### config.mk
export PLATFORM = sky130hd
export DESIGN_NAME = sktab_front
export DESIGN_NICKNAME = d
export VERILOG_FILES = /design/src/rtl/core/sktab_pkg.sv /design/src/rtl/core/sktab_front.sv
export SDC_FILE = /design/constraint.sdc
export NUM_CORES = 1
export LEC_CHECK = 0
export ABC_AREA = 1
export BUFFER_PORTS_ARGS = -buffer_cell sky130_fd_sc_hd__buf_4
export CORE_MARGIN = 1
export CORE_UTILIZATION = 26
export CTS_CLUSTER_SIZE = 20
export DETAILED_ROUTE_END_ITERATION = 16
export PLACE_DENSITY = 0.47
export SLEW_MARGIN = 10
export SYNTH_ARGS = -nofsm -noshare
export SYNTH_HDL_FRONTEND = slang
export SYNTH_SLANG_ARGS = --single-unit
### constraint.sdc
create_clock -name clk -period 6.6 [get_ports clk]
set_clock_uncertainty 0.15 [all_clocks]
set_input_delay 0.99 -clock clk [delete_from_list [all_inputs] [get_ports clk]]
set_output_delay 0.99 -clock clk [all_outputs]
set_load 0.01 [all_outputs]
### src/rtl/core/sktab_pkg.sv
`timescale 1ns / 1ps
`default_nettype none
package sktab_pkg;

    localparam int DEF_MAX_BUCKETS = 256;
    localparam int DEF_MAX_ENTRIES = 1024;
    localparam int DEF_MAX_KEY_LEN = 32;

    localparam logic [63:0] HASH_SEED = 64'd5381;
    localparam logic [8:0]  BUCKET_COUNT_RST = 9'd256;

    // result status codes
    localparam logic [2:0] ST_INSERTED  = 3'd0;
    localparam logic [2:0] ST_FOUND     = 3'd1;
    localparam logic [2:0] ST_MISSING   = 3'd2;
    localparam logic [2:0] ST_POOL_FULL = 3'd3;
    localparam logic [2:0] ST_TOO_LONG  = 3'd4;

    localparam logic CMD_INSERT = 1'b0;
    localparam logic CMD_SEARCH = 1'b1;

    // finished key handed from front to back
    typedef struct packed {
        logic [63:0] hash;
        logic        command;
        logic        overlong;
        logic [15:0] index_value;
    } job_t;

    typedef enum logic [3:0] {
        B_IDLE,
        B_MOD,
        B_HEAD,
        B_HEAD_W,
        B_INS_KEY,
        B_INS_META,
        B_META,
        B_META_W,
        B_KEY_RD,
        B_KEY_W,
        B_DONE
    } back_state_t;

endpackage
`default_nettype wire

### src/rtl/core/sktab_front.sv
`timescale 1ns / 1ps
`default_nettype none
module sktab_front #(
    parameter int MAX_KEY_LEN = 32,
    parameter int LEN_W       = 6,
    parameter int KI_W        = 5
) (
    input  wire logic              clk,
    input  wire logic              rst_n,
    input  wire logic              start,
    output logic                   busy,
    input  wire logic              command,
    input  wire logic [7:0]        key_char,
    input  wire logic              key_last,
    input  wire logic [15:0]       index_value,
    input  wire logic              back_busy,
    input  wire logic              job_take,
    output logic                   job_valid,
    output sktab_pkg::job_t        job,
    output logic [LEN_W-1:0]       job_len,
    input  wire logic [KI_W-1:0]   kb_idx,
    output logic [7:0]             kb_char
);
    import sktab_pkg::*;

    logic [63:0]      hash_reg, hash_next;
    logic [LEN_W-1:0] len_reg, len_next;
    logic             ovl_reg, ovl_next;
    logic             job_valid_reg, job_valid_next;
    job_t             job_reg, job_next;
    logic [LEN_W-1:0] job_len_reg, job_len_next;
    logic [7:0]       keybuf [MAX_KEY_LEN];
    logic             accept;
    logic             buf_we;

    assign busy    = job_valid_reg | back_busy;
    assign accept  = start & ~busy;
    assign job_valid = job_valid_reg;
    assign job     = job_reg;
    assign job_len = job_len_reg;
    assign kb_char = keybuf[kb_idx];

    // fold a nonzero character into the hash and key, hand over at key end
    always_comb
    begin
        hash_next      = hash_reg;
        len_next       = len_reg;
        ovl_next       = ovl_reg;
        job_valid_next = job_valid_reg & ~job_take;
        job_next       = job_reg;
        job_len_next   = job_len_reg;
        buf_we         = 1'b0;
        if (accept)
        begin
            if (key_char != 8'd0)
            begin
                if (len_reg < LEN_W'(MAX_KEY_LEN))
                begin
                    buf_we   = 1'b1;
                    len_next = len_reg + LEN_W'(1);
                end
                else
                begin
                    ovl_next = 1'b1;
                end
                hash_next = (hash_reg << 5) + hash_reg + {56'd0, key_char};
            end
            if (key_last)
            begin
                job_valid_next       = 1'b1;
                job_next.hash        = hash_next;
                job_next.command     = command;
                job_next.overlong    = ovl_next;
                job_next.index_value = index_value;
                job_len_next         = len_next;
                hash_next            = HASH_SEED;
                len_next             = '0;
                ovl_next             = 1'b0;
            end
        end
    end

    always_ff @(posedge clk or negedge rst_n)
    begin
        if (!rst_n)
        begin
            hash_reg      <= HASH_SEED;
            len_reg       <= '0;
            ovl_reg       <= 1'b0;
            job_valid_reg <= 1'b0;
        end
        else
        begin
            hash_reg      <= hash_next;
            len_reg       <= len_next;
            ovl_reg       <= ovl_next;
            job_valid_reg <= job_valid_next;
        end
    end

    // hold job payload and key characters
    always_ff @(posedge clk)
    begin
        job_reg     <= job_next;
        job_len_reg <= job_len_next;
        if (buf_we)
        begin
            keybuf[len_reg[KI_W-1:0]] <= key_char;
        end
    end

endmodule
`default_nettype wire

==> results.toml, run 1 <==
[detailed_routing]
drt-vias-per-instance = 4.54
wl_um = 72500
vias = 18100
ant_nets = 0
drtIter0Drc = 1205
route.met3.wl_um = 3190
dr.pass1.iters = 5
wl_met2_um = 33500
wl_met1_um = 34000
top_layer_used = "met4"
drc = 0
drt-wirelength-per-cell_um = 18.2

[clocking]
clkLatencyLatePin_ps = 630
cts_resized = 0
post_cts_buffers = 0
clock_path_buffers = 3
cts-hold-fix-buffers = 0
cts_tree = "done"
h-tree-depth = 2
cts.sinks = 416
root_buffer = "clkbuf_16"
clk_pin_slew_ps = 60
numCtsBuffers = 49

[layout]
final_cells = 3993
register_area_mm2 = 0.0121
layout_common_cells = "743 x nand2_1, 387 x inv_1, 344 x edfxtp_1"
final_nets = 2954
nFillCells = 9343
fin_area_mm2 = 0.0271
area_delta_synth_final_pct = 16.9
final_common_cell = "nand2_1"
finish.utilization_pct = 30.7
antenna_cells = 0
drive_gt1_share_pct = 11.1
largest_reg_flops = 256
multiInputGateArea_mm2 = 0.00923

[timing]
slew_headroom_pct = 24.6
fin_crit_sh_pct = 75.1
rsz0062_at_grt = "false"
min_period_ps = 4960
tightest_slew_ps = 1130
max_freq_mhz = 202
setup_viol = 0
whs_ps = 162
finalSetupTns_ps = 0
final_hold_viol_count = 0
slew_violations = 0
setup_ws_ps = 1640

[placed_design]
gp_congestion = 0.917
dp.cells = 3902
pre_cts_ws_ps = 1640
dp_hpwl_um = 52000
placed_area_mm2 = 0.0254
port_buffers = 133

[outcome]
run_status = "complete, no violations"

[setup_path]
startpoint_type = "input pin"
path_class = "input pin to output port"
worst-r2r-setup-slack_ps = 2950
crit_start = "kb_idx[0]"
r2r_cells = 5
arrival_ps = 3820
cp_max_fo = 65
worstReg2RegEnd = "keybuf[11][6]$_DFFE_PP_"
r2r_start = "job_valid$_DFF_PN0_"
cp-end-kind = "output port"
worstPathRequired_ps = 5460

[worst_hold_path]
hold_class = "input pin to asynchronous set/reset pin"

[floorplan]
start_util_pct = 26.2
row_count = 109
core_mm2 = 0.0884
die_area_mm2 = 0.0904
io_pins = 134
chipHeight_um = 301
dieWidth_um = 301

[synthesis]
synth-async-reset-ratio_pct = 17.3
synth_fa_ha_area_share_pct = 7.15
ys_warn_count = 0
synth-seq-cells = 416
syn_avg_cell_area_um2 = 8.69
yosysSeqAreaShare_pct = 52.4
synthMuxAreaShare_pct = 0
synth-compound-area-share_pct = 9.14
synthXorXnorAreaFrac_pct = 0.453
syn_area_mm2 = 0.0232
synth_top_family_by_area = "simple AND/OR/NAND/NOR gates"
synth_edf_count = 344
synthesis.instances = 2667
syn-num-nets = 2833
synthDistinctLibCells = 45
yosys.area_share.simple_pct = 23.0
synthFlopType = "edfxtp_1"

[power]
leakagePower_nw = 12.0
total_power_mw = 10.2
ir_drop_v = 0.000189
power.density_mw_per_mm2 = 378

[global_routing]
grt_max_degree = 66
grt_first_pass_wirelength_um = 110000
grt_antenna_before_repair = 0
grt_usage_pct = 15.9
grt_pass1_vias = 17500
grt-ovfl-total = 0

[run]
maxCapViolCount = 0
## metal layers
| layer | GRT usage [%] | vias to the layer above |
|---|---|---|
| li1 | - | 9041 |
| met3 | 2.19 | 92 |
| met4 | 4.27 | 0 |
| met2 | 26.0 | 427 |
| met1 | 22.0 | 8582 |
| met5 | 0 | - |
## cell families after synthesis
family / after synthesis
adders and majority gates: 130
xor gates and xnor gates: 12
DFF: 416
AOI/OAI and AO/OA: 354
buffers and inverters: 475
and+or+nand+nor: 1280
## Yosys cell counts, types with 3 or more instances
cell / n / area [um2]
a21oi_1: 55 / 275
a31oi_1: 8 / 50.1
a32oi_1: 7 / 61.3
and2_1: 23 / 144
buf_2: 27 / 135
buf_4: 4 / 30.0
clkbuf_1: 46 / 173
dfrtp_1: 67 / 1680
dfstp_2: 5 / 131
edfxtp_1: 344 / 10300
fa_1: 4 / 80.1
ha_1: 126 / 1580
inv_1: 387 / 1450
inv_2: 7 / 26.3
nand2_1: 743 / 2790
nand2_2: 14 / 87.6
nand3_1: 138 / 691
nand3_2: 6 / 60.1
nand3b_1: 4 / 30.0
nand4_1: 5 / 31.3
nor2_1: 281 / 1050
nor2_2: 11 / 68.8
nor2_4: 3 / 33.8
nor3_1: 12 / 60.1
nor3_2: 6 / 60.1
o211ai_1: 4 / 30.0
o21a_1: 5 / 37.5
o21ai_0: 174 / 871
o21ai_1: 8 / 40.0
o21ai_2: 9 / 78.8
o21bai_1: 3 / 22.5
o221ai_1: 50 / 438
o22ai_1: 26 / 163
or2_0: 3 / 18.8
or2_1: 4 / 25.0
or2_2: 25 / 156
xnor2_1: 7 / 61.3
xor2_1: 5 / 43.8
## how the worst max path moves through the flow
stage	endpoint	slack [ps]
2_1_floorplan	job[0]$_DFFE_PP_	760
3_5_place_dp	kb_char[2]	1640
5_1_grt	kb_char[7]	1430
3_3_place_gp	kb_char[2]	1640
6_report	kb_char[5]	1640
4_1_cts	kb_char[2]	1640
## worst max-delay path, stage by stage
cell      delay (ps)
buf_4            500
clkinv_2         820
buf_4            490
o21ai_0          180
o221ai_1         160
a31oi_1          280
a32oi_1          170
buf_4            210
## area by class of cell
class	count	area share, %
Sequential cell	416	44.8
Multi-Input combinational cell	1776	34.1
Inverter	395	5.48
Tap cell	1165	5.38
Clock buffer	58	4.65
Timing Repair Buffer	150	4.16
Clock inverter	33	1.45
## report_power, final
part,total [mW],internal [mW],switching [mW],leakage [nW]
registers,3.57,3.26,0.305,4.08
clock network,2.81,1.62,1.19,0.809
logic,3.85,1.34,2.50,7.10
Power figures use the tool's default switching activity.
==> run 2, diff against run 1 <==
--- a/config.mk
+++ b/config.mk
@@ -11,7 +11,7 @@
 export CORE_UTILIZATION = 26
 export CTS_CLUSTER_SIZE = 20
 export DETAILED_ROUTE_END_ITERATION = 16
-export PLACE_DENSITY = 0.47
+export PLACE_DENSITY = 0.48
 export SLEW_MARGIN = 10
 export SYNTH_ARGS = -nofsm -noshare
 export SYNTH_HDL_FRONTEND = slang
==> constraint.sdc (replaced) <==
create_clock -name clk -period 4.25 [get_ports clk]
set_clock_uncertainty 0.15 [all_clocks]
set_input_delay 0.6375 -clock clk [delete_from_list [all_inputs] [get_ports clk]]
set_output_delay 0.6375 -clock clk [all_outputs]
set_load 0.01 [all_outputs]
==> run 2 against run 1 <==
Against the previous run:
- register-to-register slack worse by 2100 ps
- sequential share of layout area is 0.58 points lower
- sequential power is 55% higher
- die area stayed put
- critical path depth stayed put
- non-clock buffer count is 55 higher
- hold slack worse by 110 ps
- final cell count is 1.2% higher
- clock power is 39% higher
- first-iteration DRC count is 24% higher
- critical path type unchanged
- critical endpoint is now kb_char[2]
==> results.toml, run 2 (synthesis gave the netlist of run 1 again) <==
[outcome]
run_status = "complete, no violations"

[placed_design]
port_buffers = 133
gp_congestion = 0.941
pre_cts_ws_ps = 641
dp.cells = 3957
placed_area_mm2 = 0.0260
dp_hpwl_um = 53400

[global_routing]
grt-ovfl-total = 0
grt_first_pass_wirelength_um = 111000
grt_antenna_before_repair = 3
grt_usage_pct = 16.2
grt_max_degree = 90
grt_pass1_vias = 17500

[floorplan]
start_util_pct = 26.2
io_pins = 134
dieWidth_um = 301
row_count = 109
chipHeight_um = 301
core_mm2 = 0.0884
die_area_mm2 = 0.0904

[clocking]
post_cts_buffers = 0
root_buffer = "clkbuf_16"
cts_resized = 0
cts_tree = "done"
clock_path_buffers = 3
cts-hold-fix-buffers = 0
h-tree-depth = 2
clkLatencyLatePin_ps = 640
numCtsBuffers = 47
cts.sinks = 416
clk_pin_slew_ps = 60

[timing]
whs_ps = 50.0
slew_headroom_pct = 28.4
setup_ws_ps = 790
fin_crit_sh_pct = 81.4
max_freq_mhz = 289
slew_violations = 0
min_period_ps = 3460
tightest_slew_ps = 1070
rsz0062_at_grt = "false"
setup_viol = 0
final_hold_viol_count = 0
finalSetupTns_ps = 0

[power]
clock_power_share_pct = 25.2
ir_drop_v = 0.000347
power.density_mw_per_mm2 = 566
total_power_mw = 15.5
leakagePower_nw = 12.2
switchingPower_mw = 6.19
switching_share_pct = 39.8
combPwrFrac_pct = 39.1
intPower_mw = 9.35
power_frac_seq_pct = 35.7

[detailed_routing]
drt-wirelength-per-cell_um = 18.3
dr.pass1.iters = 5
drt-vias-per-instance = 4.50
ant_nets = 0
vias = 18200
drtIter0Drc = 1495
wl_um = 73800
drc = 0

[worst_hold_path]
hold_class = "input pin to register"

[setup_path]
worstPathRequired_ps = 3460
path_class = "input pin to output port"
cp_max_fo = 20
cp-end-kind = "output port"
arrival_ps = 2670
startpoint_type = "input pin"

[layout]
multiInputGateArea_mm2 = 0.00923
nFillCells = 9436
largest_reg_flops = 256
area_delta_synth_final_pct = 18.4
drive_gt1_share_pct = 12.4
final_common_cell = "nand2_1"
final_cells = 4041
finish.utilization_pct = 31.0
register_area_mm2 = 0.0121
antenna_cells = 0
fin_area_mm2 = 0.0274
final_nets = 3007
layout_common_cells = "743 x nand2_1, 387 x inv_1, 344 x edfxtp_1"

[run]
maxCapViolCount = 0
-- run 2: cell types whose count changed in the layout (fill, tap and decap cells not counted), sizes merged --
cell	before	now
clkbuf	58	61
clkinvlp	0	1
clkinv	26	24
inv	396	392
buf	150	205
bufinv	6	1
-- run 2: worst max-delay path, stage by stage --
cell and delay, ps:
buf_4 120, inv_1 440, buf_4 370, o21ai_0 140, o221ai_1 300, nand3_1 150, a32oi_1 330, buf_4 190
-- run 2: layer usage --
layer / global-route usage (%) / routed length [um] / up-vias
met3: 2.22 / 3650 / 82
met2: 26.7 / 34700 / 413
met5: 0 / 0 / -
met1: 22.4 / 34000 / 8563
li1: - / - / 9141
met4: 3.99 / 1570 / 0
-- run 2: layout make-up --
class	count	area share (%)
Clock buffer	61	4.55
Clock inverter	23	0.798
Inverter	395	5.41
Multi-Input combinational cell	1776	33.6
Sequential cell	416	44.2
Tap cell	1165	5.31
Timing Repair Buffer	205	6.06
-- run 2: worst paths after layout --
| kind | slack [ps] | from | endpoint | depth (start not counted) |
|---|---|---|---|---|
| min reg2reg | 370 | hash_reg[61]$_DFFE_PN0P_ | hash_reg[61]$_DFFE_PN0P_ | 2 |
| min | 50 | index_value[2] | job[2]$_DFFE_PP_ | 1 |
| min in group asynchronous | 70 | rst_n | hash_reg[62]$_DFFE_PN0P_ | 1 |
| max | 790 | kb_idx[1] | kb_char[2] | 8 |
| max in group asynchronous | 3170 | rst_n | hash_reg[3]$_DFFE_PN0P_ | 1 |
| max reg2reg | 840 | hash_reg[0]$_DFFE_PN1P_ | job[62]$_DFFE_PP_ | 14 |
-- run 2: power by group through the flow --
stage,logic [mW],clock network [mW],registers [mW]
floorplan,4.10,0,5.45
global placement,6.09,0,5.65
detailed placement,6.08,0,5.64
CTS,6.14,4.05,5.56
global route,6.84,4.18,5.60
finish,6.07,3.91,5.55
==> run 3, diff against run 2 <==
--- a/config.mk
+++ b/config.mk
@@ -5,7 +5,7 @@
 export SDC_FILE = /design/constraint.sdc
 export NUM_CORES = 1
 export LEC_CHECK = 0
-export ABC_AREA = 1
+export ABC_AREA = 0
 export BUFFER_PORTS_ARGS = -buffer_cell sky130_fd_sc_hd__buf_4
 export CORE_MARGIN = 1
 export CORE_UTILIZATION = 26
==> constraint.sdc (replaced) <==
create_clock -name clk -period 3 [get_ports clk]
set_clock_uncertainty 0.15 [all_clocks]
set_input_delay 0.45 -clock clk [delete_from_list [all_inputs] [get_ports clk]]
set_output_delay 0.45 -clock clk [all_outputs]
set_load 0.01 [all_outputs]
==> run 3 against run 2 <==
Against the previous run:
- the run now ends with setup timing left
- worst setup slack lost 1400 ps
- largest power group unchanged
- sequential power grew 39%
- count of clock-buffer cells in the layout shrank 3
- sequential share of layout area shrank 2.0 points
- final cell count shrank 25%
- area after synthesis shrank 12%
- core utilization grew 5.9 points
- combinational power grew 93%
- largest cell class unchanged
- register-to-register slack lost 1400 ps
- clock power grew 46%
- final area grew 4.8%
==> results.toml, run 3 <==
[synthesis]
yosys-top-cells-area = "edfxtp_1 50%, mux4_2 8.8%, dfrtp_1 8.2%"
synthMuxAreaShare_pct = 9.94
yosys.area_share.simple_pct = 7.59
yosysSeqAreaShare_pct = 59.2
yosys.area.top_type = "edfxtp_1"
synth_top_family_by_area = "compound AO/OA/AOI/OAI gates"
synthFlopType = "edfxtp_1"
synthDistinctLibCells = 79
yosys-top-cells-count = "344 x edfxtp_1, 162 x nand2_1, 126 x ha_1, 88 x nor2_1, 82 x a21oi_1"
synthesis.instances = 1468
syn_avg_cell_area_um2 = 14.0
syn_area_mm2 = 0.0205
yosysMostFrequentCell = "edfxtp_1"
synth_edf_count = 344
ys_warn_count = 0
synth_fa_ha_area_share_pct = 8.08
syn-num-nets = 1634
synth-seq-cells = 416
synth_top_area_share_pct = 50.4
synth-async-reset-ratio_pct = 17.3
synthXorXnorAreaFrac_pct = 2.61
synth-compound-area-share_pct = 10.5

[worst_hold_path]
min_to = "len_reg[2]$_DFFE_PN0P_"
worstHoldPathCells = 2
hold_class = "input pin to register"
hold_start = "key_last"

[run]
maxCapViolCount = 0

[global_routing]
grt-ovfl-total = 0
grt_antenna_before_repair = 1
grt_max_degree = 61
grt_usage_pct = 15.3
grt_first_pass_wirelength_um = 92300
grt_pass1_vias = 14900

[setup_path]
cp-end-kind = "register"
arrival_ps = 3870
startpoint_type = "register"
crit_buf_inv = 0
slowest_delay_ps = 450
r2r_start = "hash_reg[14]$_DFFE_PN0P_"
cp_max_fo = 4
crit_chain = "ha_1, ha_1, a211oi_1, o211ai_2, a21boi_1, o32a_4, and4_4, nor2_4, a21bo_4, a311o_1, and3_4, o31ai_2"
path_class = "register to register"
critPathTopFamily = "compound AO/OA/AOI/OAI gates"
worst-r2r-setup-slack_ps = -580
worstPathRequired_ps = 3290
worstReg2RegEnd = "job[75]$_DFFE_PP_"
cp_slowest_cell = "dfrtp_1"
r2r_cells = 12
crit_top_cell = "ha_1"

[clocking]
h-tree-depth = 2
clkLatencyLatePin_ps = 600
cts_tree = "done"
clock_path_buffers = 3
numCtsBuffers = 48
cts.sinks = 416
clk_pin_slew_ps = 60
root_buffer = "clkbuf_16"

[timing]
final_hold_viol_count = 0
tightest_slew_ps = 1180
fin_crit_sh_pct = 119
setup_viol = 107
slew_headroom_pct = 20.0
slew_violations = 0
setup_ws_ps = -582
rsz0062_at_grt = "true"
finalSetupTns_ps = -32200
min_period_ps = 3580
max_freq_mhz = 279

[power]
leakagePower_nw = 11.6
power.density_mw_per_mm2 = 874
total_power_mw = 25.1
ir_drop_v = 0.000444

[layout]
largest_reg_flops = 256
finish.utilization_pct = 37.0
final_common_cell = "buf_4"
drive_gt1_share_pct = 43.9
final_cells = 3043
layout_common_cells = "451 x buf_4, 344 x edfxtp_1, 149 x nand2_1"
final_nets = 2131
antenna_cells = 0
fin_area_mm2 = 0.0287
area_delta_synth_final_pct = 40.2

[floorplan]
core_mm2 = 0.0777
row_count = 102
chipHeight_um = 283
die_area_mm2 = 0.0800
start_util_pct = 26.4
dieWidth_um = 283
io_pins = 134

[detailed_routing]
route.met3.wl_um = 2650
drc = 0
drt-wirelength-per-cell_um = 20.3
wl_met1_um = 27400
drtIter0Drc = 802
wl_met2_um = 30400
vias = 14300
wl_um = 61700
ant_nets = 0
dr.pass1.iters = 5
top_layer_used = "met4"
drt-vias-per-instance = 4.71

[outcome]
run_status = "complete, but fails checks"
violations = "setup timing"

[placed_design]
placed_area_mm2 = 0.0254
dp.cells = 2906
gp_congestion = 0.825
port_buffers = 133
dp_hpwl_um = 42900
-- run 3: cell count changes after synthesis, moves of 54 or more --
cell / change
nor2_1: -193
nand2_1: -581
o21ai_0: -134
mux4_2: +80
nand3_1: -119
inv_1: -362
a22o_1: +54
-- run 3: worst max path at each step --
stage	from	endpoint	slack (ps)	cells after the start
finish	hash_reg[14]$_DFFE_PN0P_	job[75]$_DFFE_PP_	-580	12
detailed placement	key_char[5]	job[66]$_DFFE_PP_	-820	15
global placement	key_char[5]	job[66]$_DFFE_PP_	-800	15
floorplan	key_char[1]	job[71]$_DFFE_PP_	-480	13
global route	hash_reg[2]$_DFFE_PN1P_	job[75]$_DFFE_PP_	-700	12
CTS	hash_reg[2]$_DFFE_PN1P_	job[75]$_DFFE_PP_	-580	12
-- run 3: cell type report --
class | count | area, um2
clock buffers | 58 | 1260
clock inverters | 30 | 277
fillers | 7444 | 49000
inverters | 25 | 97.6
multi-input cells | 949 | 9350
flip-flops and latches | 416 | 12100
well taps | 1040 | 1300
repair buffers | 525 | 4310
-- run 3: cells by family after synthesis --
| logic type | after synthesis |
|---|---|
| buffers and inverters | 103 |
| adders and majority gates | 130 |
| and+or+nand+nor | 349 |
| DFF | 416 |
| xor gates and xnor gates | 61 |
| muxes | 101 |
| AOI/OAI and AO/OA | 308 |
-- run 3: stage by stage --
step	setup slack, ps	hold slack [ps]
2_1_floorplan	-478	4.41
6_report	-582	48.0
4_1_cts	-576	5.53
5_1_grt	-700	49.3
3_3_place_gp	-795	371
3_5_place_dp	-823	383
-- run 3: power breakdown --
part / switching, mW / internal [mW] / leakage, nW / total (mW)
Clock: 2.52 / 3.21 / 0.744 / 5.72
Sequential: 0.568 / 7.14 / 4.06 / 7.71
Combinational: 5.79 / 5.89 / 6.76 / 11.7
-- run 3: metal layers --
layer,vias up,global-route usage [%]
li1,6662,-
met1,7295,20.4
met2,299,26.2
met3,76,2.18
met4,0,3.59
met5,-,0
-- run 3: what timing repair did --
item	CTS	global route
pin swaps	86	98
setup buffers	20	33
hold endpoints to repair	78	0
gates resized for setup	131	121
endpoints found under the setup margin	110	110
hold buffers	21	0
